<file path="config.mk">
export PLATFORM = sky130hd
export DESIGN_NAME = compact_target_scale
export DESIGN_NICKNAME = d
export VERILOG_FILES = /design/src/hdl/cts_pkg.sv /design/src/hdl/compact_target_scale.sv /design/src/hdl/cts_mult.sv /design/src/hdl/cts_finish.sv
export SDC_FILE = /design/constraint.sdc
export NUM_CORES = 2
export LEC_CHECK = 0
export ABC_AREA = 1
export BUFFER_PORTS_ARGS = -buffer_cell sky130_fd_sc_hd__buf_2
export CAP_MARGIN = 20
export CELL_PAD_IN_SITES_DETAIL_PLACEMENT = 1
export CELL_PAD_IN_SITES_GLOBAL_PLACEMENT = 1
export CORE_AREA = 3 3 290 292
export CTS_CLUSTER_SIZE = 12
export DETAILED_ROUTE_END_ITERATION = 8
export DIE_AREA = 0 0 293 295
export PLACE_DENSITY = 0.76
export SYNTH_ARGS = -nofsm -noshare
export SYNTH_HDL_FRONTEND = slang
export SYNTH_SLANG_ARGS = --single-unit
</file>
<file path="constraint.sdc">
create_clock -name clk -period 8.38 [get_ports clk]
set_clock_uncertainty 0.1 [all_clocks]
set_input_delay 0 -clock clk [delete_from_list [all_inputs] [get_ports clk]]
set_output_delay 0 -clock clk [all_outputs]
set_load 0.01 [all_outputs]
</file>
<file path="src/hdl/cts_pkg.sv">
// Package for the compact target scaler: field widths, masks and the
// stage record passed from the multiply stage to the finishing stage.
// No dependencies.
package cts_pkg;

  localparam int LenW  = 8;
  localparam int MantW = 24;
  localparam int WordW = 32;
  localparam int ProdW = 64;
  localparam int FracW = 24;

  localparam logic [WordW-1:0] MAX_COMPACT_RESET = 32'h1d00_ffff;

  // Length and scaled mantissa after the multiply, before renormalizing.
  typedef struct packed {
    logic             valid;
    logic [LenW-1:0]  len;
    logic [WordW-1:0] mant;
  } prod_stage_t;

endpackage

</file>
<file path="src/hdl/compact_target_scale.sv">
// Compact target scaler: scales a compact target (8-bit length, 24-bit
// mantissa) by an unsigned Q8.24 factor, clamps it to max_compact and pads
// a mantissa whose top bit is set. An item is taken on any cycle with start
// high; busy is never raised, so one item enters per cycle. The result
// appears with a one-cycle done strobe after passing through an input
// register, a register after the 32x32 multiplier, and the result register.
// The receiver cannot stall the output. Write max_compact only when no items
// are in flight. Depends on cts_pkg, cts_mult and cts_finish.
module compact_target_scale
  import cts_pkg::*;
(
  input  logic             clk,
  input  logic             rst,
  input  logic             start,
  output logic             busy,
  input  logic [WordW-1:0] compact_in,
  input  logic [WordW-1:0] factor,
  input  logic             max_compact_we,
  input  logic [WordW-1:0] max_compact_wdata,
  output logic             done,
  output logic [WordW-1:0] compact_out
);

  logic [WordW-1:0] max_compact;
  prod_stage_t      prod;

  assign busy = 1'b0;

  always_ff @(posedge clk) begin
    if (rst) begin
      max_compact <= MAX_COMPACT_RESET;
    end else if (max_compact_we) begin
      max_compact <= max_compact_wdata;
    end
  end

  cts_mult u_mult (
    .clk        (clk),
    .rst        (rst),
    .start      (start),
    .compact_in (compact_in),
    .factor     (factor),
    .prod       (prod)
  );

  cts_finish u_finish (
    .clk         (clk),
    .rst         (rst),
    .prod        (prod),
    .max_compact (max_compact),
    .done        (done),
    .compact_out (compact_out)
  );

`ifndef SYNTHESIS
  a_latency : assert property (@(posedge clk) disable iff (rst) start |-> ##3 done)
    else $error("item accepted without a result three cycles later");
  a_no_extra : assert property (@(posedge clk) disable iff (rst) done |-> $past(start, 3))
    else $error("result strobe without a matching item");
  a_padded : assert property (@(posedge clk) disable iff (rst) done |-> !compact_out[MantW-1])
    else $error("result mantissa has its top bit set after padding");
`endif

endmodule

</file>
<file path="src/hdl/cts_mult.sv">
// Input register and multiply stage of the compact target scaler.
// Depends on cts_pkg.
module cts_mult
  import cts_pkg::*;
(
  input  logic             clk,
  input  logic             rst,
  input  logic             start,
  input  logic [WordW-1:0] compact_in,
  input  logic [WordW-1:0] factor,
  output prod_stage_t      prod
);

  logic             in_valid;
  logic [LenW-1:0]  in_len;
  logic [MantW-1:0] in_mant;
  logic [WordW-1:0] in_factor;

  logic             below_one;
  logic [WordW-1:0] oper;
  logic [ProdW-1:0] full_prod;
  prod_stage_t      prod_next;

  always_ff @(posedge clk) begin
    if (rst) begin
      in_valid <= 1'b0;
    end else begin
      in_valid <= start;
    end
    in_len    <= compact_in[WordW-1:MantW];
    in_mant   <= compact_in[MantW-1:0];
    in_factor <= factor;
  end

  // A factor below one moves the mantissa up a byte first, so the
  // truncation keeps eight more bits of precision.
  always_comb begin
    below_one = (in_factor[WordW-1:FracW] == '0);
    oper      = below_one ? {in_mant, 8'h00} : {8'h00, in_mant};
    full_prod = ProdW'(oper) * ProdW'(in_factor);
    prod_next.valid = in_valid;
    prod_next.len   = below_one ? in_len - 8'd1 : in_len;
    prod_next.mant  = full_prod[FracW+WordW-1:FracW];
  end

  always_ff @(posedge clk) begin
    if (rst) begin
      prod.valid <= 1'b0;
    end else begin
      prod.valid <= prod_next.valid;
    end
    prod.len  <= prod_next.len;
    prod.mant <= prod_next.mant;
  end

endmodule

</file>
<file path="src/hdl/cts_finish.sv">
// Finishing stage of the compact target scaler: renormalize, clamp to the
// configured maximum, pad, and register the result. Depends on cts_pkg.
module cts_finish
  import cts_pkg::*;
(
  input  logic             clk,
  input  logic             rst,
  input  prod_stage_t      prod,
  input  logic [WordW-1:0] max_compact,
  output logic             done,
  output logic [WordW-1:0] compact_out
);

  logic [LenW-1:0]  max_len;
  logic [MantW-1:0] max_mant;
  logic [LenW-1:0]  norm_len;
  logic [MantW-1:0] norm_mant;
  logic [LenW-1:0]  clamp_len;
  logic [MantW-1:0] clamp_mant;
  logic [WordW-1:0] compact_next;

  always_comb begin
    max_len  = max_compact[WordW-1:MantW];
    max_mant = max_compact[MantW-1:0];

    if (prod.mant[WordW-1:MantW] != '0) begin
      norm_len  = prod.len + 8'd1;
      norm_mant = prod.mant[WordW-1:8];
    end else begin
      norm_len  = prod.len;
      norm_mant = prod.mant[MantW-1:0];
    end

    if ((max_len < norm_len) || ((max_len == norm_len) && (max_mant < norm_mant))) begin
      clamp_len  = max_len;
      clamp_mant = max_mant;
    end else begin
      clamp_len  = norm_len;
      clamp_mant = norm_mant;
    end

    // A set top mantissa bit would read as a sign, so move it down a byte.
    if (clamp_mant[MantW-1]) begin
      compact_next = {clamp_len + 8'd1, 8'h00, clamp_mant[MantW-1:8]};
    end else begin
      compact_next = {clamp_len, clamp_mant};
    end
  end

  always_ff @(posedge clk) begin
    if (rst) begin
      done <= 1'b0;
    end else begin
      done <= prod.valid;
    end
    compact_out <= compact_next;
  end

endmodule

</file>
* Yosys cells after proc, flatten, opt, wreduce, memory -nomap -nowiden
Index checks and enable logic that the tools add are counted. Widths: inputs -> output; s select.
Word-level totals: bits in registers 171, output and inout port bits 34, input port bits 100, logic and storage cells 29
Operators by class: add/subtract/negate cells 3, eq/ne operators 1, multipliers 1, $lt $le $gt $ge 2, reductions and logical operators 4, multiplexer cells 7
Operators with widths (count):
- $mux 32 | 2
- $mul 32x32->56 | 1
- $mux 24 | 2
- $lt 24x24->1 | 1
- $mux 8 | 3
- $add 8x1->8 const B | 2
- $eq 8x8->1 | 1
- $logic_not 8->1 | 1
- $lt 8x8->1 | 1
- $reduce_bool 8->1 | 1
- $sub 8x1->8 const B | 1
- $logic_and 1x1->1 | 1
- $logic_or 1x1->1 | 1

* Longest topological paths before layout
depth after elaboration 8, gate-level depth with buffers 40, mapped depth without buffers 35

* Hierarchy
From an unflattened synthesis, not the netlist that was laid out.
Second synthesis, totals: cell total of the unflattened synthesis 4512, area, all modules 37383.4 um^2
Modules (own cells, without submodules):
- cts_mult | instances 1, cells each 3940, area each 33504.6 um^2, sequential area each 2122.0 um^2
- cts_finish | instances 1, cells each 406, area each 2655.0 um^2, sequential area each 640.6 um^2
- compact_target_scale | instances 1, cells each 166, area each 1223.7 um^2, sequential area each 640.6 um^2

* Worst setup path after synthesis
Ideal clock, no wire load.
kind register to register, from register u_mult.in_factor[31], to register, netlist name u_mult.prod[30], buffers on the path 5, stages on the path, launching flop included 36, period minus slack after synthesis 7789 ps, library setup time 72 ps, slack 591 ps, arrival 7618 ps, data required time 8208 ps, cell sequence dfxtp_1 > buf_4 > inv_2 > nand4_1 > or2_1 > buf_2 > inv_2 > buf_2 > buf_2 > nand2_1 > inv_1 > clkbuf_1 > nand2_1 > fa_1 > inv_1 > fa_1 > fa_1 > inv_1 > fa_1 > inv_1 > fa_1 > fa_1 > fa_1 > inv_1 > fa_1 > inv_1 > ha_1 > nand2_1 > nor2_1 > nand2_1 > nor4_1 > nand3_1 > o21ai_1 > nand3_1 > o21bai_1 > xor2_1
On the way: longest elaborated chain between the ends 3
Ends and longest elaborated chain:
- start, declared | RTL line cts_mult.sv:17 | logic [WordW-1:0] in_factor;
- start signal, assigned | RTL line cts_mult.sv:32 | in_factor <= factor;
- $logic_not 8->1 | RTL line cts_mult.sv:38 | below_one = (in_factor[WordW-1:FracW] == '0);
- $mux 32 | RTL line cts_mult.sv:39 | oper = below_one ? {in_mant, 8'h00} : {8'h00, in_mant};
- $mul 32x32->56 * | RTL line cts_mult.sv:40 | full_prod = ProdW'(oper) * ProdW'(in_factor);
- via u_mult.full_prod[54] | RTL line cts_mult.sv:21 | logic [ProdW-1:0] full_prod;
Mark *: on every way through the listed nets, which the timed path passes. The rest lies on a longest branch. A chain may end at the register's enable or synchronous reset.

* Worst setup path after layout
from register u_mult.in_factor[24], to register, netlist name u_mult.prod[25]
On the way: longest elaborated chain between the ends 3
Ends and longest elaborated chain (RTL line):
- $logic_not 8->1 | cts_mult.sv:38
- $mux 32 | cts_mult.sv:39
- $mul 32x32->56 * | cts_mult.sv:40
- via u_mult.full_prod[49] | cts_mult.sv:21
Marked as above.

==> reports/summary.log <==
INFO  worst_setup_path worst-setup-path-type=flop to flop
INFO  worst_setup_path startpoint_type=flop
INFO  clock_tree     ctsLongestPathBuffers=2
INFO  timing         minimum_clock_period=8.174ns
INFO  yosys          combined_area_of_all_synthesized_cells=0.03662mm²
INFO  yosys          netlist.top_cell.by_area=sky130_fd_sc_hd__fa_1
INFO  yosys          post-synth-top-area-fraction=0.4751
INFO  route          post_drt_wl_per_cell=24.34µm
INFO  yosys          yosysWarnings=0
INFO  layout         area_growth=14.64%
INFO  yosys          synthMostInstantiatedCell=sky130_fd_sc_hd__inv_1
INFO  worst_hold_path holdCritPathClass=input pin to flop
INFO  yosys          yosysUniqueCellTypes=52
INFO  timing         grt_setup_unrepaired=true
INFO  worst_hold_path min_from=max_compact_we
INFO  die            standard_cell_row_count=105
INFO  die            die_height=295µm
INFO  placed_design  routabilityCongestion=0.9930
INFO  outcome        run_status=finished, final reports clean
INFO  global_route   grt_max_degree=50
INFO  timing         report.final.hold_viol_count=0
INFO  route          wl=141,100µm
INFO  yosys          ys_top_cells_by_count=1,058 x sky130_fd_sc_hd__inv_1, 869 x sky130_fd_sc_hd__fa_1, 714 x sky130_fd_sc_hd__nand2_1
INFO  die            floorplan.initialDensity=0.4474
INFO  layout         final_core_utilization=0.5128
INFO  yosys          post_synthesis_cell_count=4,364
INFO  clock_tree     clock_tree.root_cell=sky130_fd_sc_hd__clkbuf_16
INFO  global_route   gr-total-overflow=0
INFO  route          drc=0
INFO  die            number_of_placed_i_o_pins=134
INFO  yosys          average_cell_area_after_synthesis=8.390µm²
INFO  worst_setup_path critical_path.max_stage_delay=0.56ns
INFO  yosys          synth.area.top_cells=sky130_fd_sc_hd__fa_1 48%, sky130_fd_sc_hd__inv_1 11%, sky130_fd_sc_hd__dfxtp_1 9.3%
INFO  die            die_w=293µm
INFO  yosys          post_synth_edffs=0
INFO  worst_setup_path worstReg2RegStart=u_mult.in_factor[24]
INFO  clock_tree     tritoncts=done
INFO  yosys          synth_ff_type=sky130_fd_sc_hd__dfxtp_1
INFO  placed_design  numPortBuffers=131
INFO  worst_setup_path regToRegEndpoint=u_mult.prod[25]
INFO  worst_setup_path worstSetupEndpointType=flop
INFO  worst_setup_path cp_data_arrival_time=8.47ns
INFO  yosys          synth-async-reset-ratio=0
INFO  die            floorplan.die_area=0.08644mm²
INFO  clock_tree     clkSlewWorstSetupHoldPaths=0.10ns
INFO  clock_tree     tritoncts.num_buffers=17
INFO  yosys          synth-seq-cells=170
INFO  yosys          synth.yosys.seq_area_share=0.09295
INFO  layout         nets=5,925
INFO  timing         slew-limit-headroom=0.2846
INFO  worst_hold_path min_path_cells=3
INFO  timing         fin_crit_sh=0.9754
INFO  global_route   grt_usage=0.3367
INFO  route          post_detailed_route_via_to_cell_ratio=5.391
INFO  route          count_of_antenna_violating_nets_left_after_detailed_routing=0
INFO  route          dr.pass1.iters=6
INFO  worst_setup_path cpMostUsedCell=sky130_fd_sc_hd__fa_1
INFO  worst_setup_path path_max_fanout=12
INFO  placed_design  place_hpwl=116,200µm
INFO  worst_setup_path setup_slack_on_the_worst_flop_to_flop_path=0.21ns
INFO  clock_tree     clkSinkCount=170
INFO  global_route   grt_antenna_before_repair=6
INFO  global_route   vias_in_the_first_global_route=35,860
INFO  timing         finalSetupViolCount=0
INFO  worst_setup_path worst-r2r-cell-count=30
INFO  die            design.core.area=0.08185mm²
INFO  flow_run       maxCapViolations=0
INFO  layout         drive_above_1_share=0.1001
INFO  timing         worst-slew-pin-transition=1.072ns
INFO  clock_tree     clock_insertion_delay_worst_skew=0.52ns
INFO  worst_setup_path cpMaxStageDelayCell=sky130_fd_sc_hd__fa_1
INFO  timing         fmax=0.1223GHz
INFO  timing         final_max_slew_viol_count=0
INFO  worst_setup_path cp_data_required_time=8.68ns
INFO  clock_tree     clock_tree.htree_level_count=4
INFO  worst_hold_path min_to=max_compact[2]
INFO  route          vias=31,260
INFO  global_route   wire_length_of_the_first_global_routing_pass=215,500µm
INFO  route          initialDrtViolationCount=2,217
==> routing by layer <==
layer	share of wire	up-vias	wire [µm]	track usage
li1	-	13260	-	-
met1	0.38	16230	53900	0.4132
met2	0.48	1363	67640	0.5712
met3	0.080	408	11310	0.06656
met4	0.058	2	8254	0.1655
met5	0.00011	-	15	0
==> logic make-up after synthesis <==
family / synth area share
flops: 0.09295
mux: 0.003554
simple gates: 0.1581
other cells: 0.0002051
compound gates: 0.04343
fa+ha+maj: 0.5582
xor+xnor: 0.01220
buf+inv: 0.1314
==> through the flow <==
| stage | hold WS [ns] | instance area, µm² | instances | setup WS (ns) | setup TNS [ns] |
|---|---|---|---|---|---|
| after detailed placement | 0.004398 | 39510 | 5610 | -0.1595 | -0.6465 |
| after global placement | 0.002388 | 39510 | 5610 | 0.05254 | 0 |
| after CTS | 0.001167 | 41580 | 5781 | 0.07806 | 0 |
| after global routing | 0.01813 | 41970 | 5797 | -0.04782 | -0.1258 |
| final | 0.01939 | 41970 | 5798 | 0.2059 | 0 |
| after floorplan | -0.07228 | 36720 | 4392 | 0.5909 | 0 |
==> worst max-delay path by stage <==
| stage | cells past startpoint | end | start | slack [ns] |
|---|---|---|---|---|
| after detailed placement | 30 | u_mult.prod[30] | u_mult.in_factor[25] | -0.16 |
| after floorplan | 35 | u_mult.prod[30] | u_mult.in_factor[31] | 0.59 |
| after global placement | 32 | u_mult.prod[6] | u_mult.in_factor[25] | 0.05 |
| final | 30 | u_mult.prod[25] | u_mult.in_factor[24] | 0.21 |
| after CTS | 30 | u_mult.prod[30] | u_mult.in_factor[25] | 0.08 |
| after global routing | 33 | u_mult.prod[25] | u_mult.in_factor[24] | -0.05 |
==> critical path: cells and delay by family (launching register included) <==
family          cells  cell delay, ns
simple gates        8            1.09
buf+inv             8            1.10
flops               1            0.33
compound gates      5            1.03
fa+ha+maj           9            4.37
==> flip-flops by register name (all words and copies together) (netlist names) <==
register	cells
max_compact	32
u_finish.compact_out	31
u_finish.done	1
u_mult.in_factor	32
u_mult.in_len	8
u_mult.in_mant	24
u_mult.in_valid	1
u_mult.prod	41
==> what timing repair did <==
action                                  4_1_cts  5_1_grt
resized for setup                            12       59
pin swaps                                     0        2
endpoints found under the setup margin       12       30
endpoints found under the hold margin        99        0
hold buffers                                136        0
buffers inserted                              3       15
cloned                                        0        1
==> area by class of cell <==
class                      count  area, µm²
antenna                        2      5.005
clock buffer                  17      425.4
clock inverter                15      210.2
fill                        9802      39870
inverter                    1085       4110
multi-input combinational   2961      28740
sequential                   170       3403
tap                         1070       1339
timing repair buffer         478       3740
==> cells in the final DEF (no fill, tap or decap), types with 6 or more instances in the layout <==
| cell type | netlist | routed |
|---|---|---|
| sky130_fd_sc_hd__clkinv_1 | 21 | 17 |
| sky130_fd_sc_hd__o21ai_1 | 18 | 16 |
| sky130_fd_sc_hd__nand3_1 | 56 | 56 |
| sky130_fd_sc_hd__xor2_1 | 34 | 32 |
| sky130_fd_sc_hd__a31oi_1 | 7 | 6 |
| sky130_fd_sc_hd__xnor2_1 | 17 | 17 |
| sky130_fd_sc_hd__buf_6 | 2 | 9 |
| sky130_fd_sc_hd__nor3_1 | 10 | 10 |
| sky130_fd_sc_hd__o21ai_0 | 85 | 77 |
| sky130_fd_sc_hd__nor2_1 | 647 | 637 |
| sky130_fd_sc_hd__dlygate4sd3_1 | 0 | 136 |
| sky130_fd_sc_hd__buf_4 | 6 | 194 |
| sky130_fd_sc_hd__o21ai_2 | 10 | 16 |
| sky130_fd_sc_hd__a21oi_1 | 109 | 107 |
| sky130_fd_sc_hd__ha_1 | 243 | 237 |
| sky130_fd_sc_hd__nand2_1 | 714 | 714 |
| sky130_fd_sc_hd__inv_2 | 6 | 13 |
| sky130_fd_sc_hd__dfxtp_1 | 170 | 170 |
| sky130_fd_sc_hd__inv_1 | 1058 | 1045 |
| sky130_fd_sc_hd__nand4_1 | 18 | 18 |
| sky130_fd_sc_hd__conb_1 | 2 | 30 |
| sky130_fd_sc_hd__buf_2 | 33 | 131 |
| sky130_fd_sc_hd__buf_12 | 0 | 7 |
| sky130_fd_sc_hd__fa_1 | 869 | 866 |
| sky130_fd_sc_hd__clkbuf_16 | 0 | 18 |
| sky130_fd_sc_hd__or2_2 | 10 | 10 |
| sky130_fd_sc_hd__clkinvlp_4 | 0 | 10 |
| sky130_fd_sc_hd__nor2_2 | 2 | 10 |
| sky130_fd_sc_hd__o21a_1 | 12 | 12 |
| sky130_fd_sc_hd__o211ai_1 | 8 | 8 |
| sky130_fd_sc_hd__mux2i_1 | 13 | 13 |
Power is left out: the tool's default activity adds up to more than one toggle a clock period on the data nets, which glitch-free logic cannot reach.
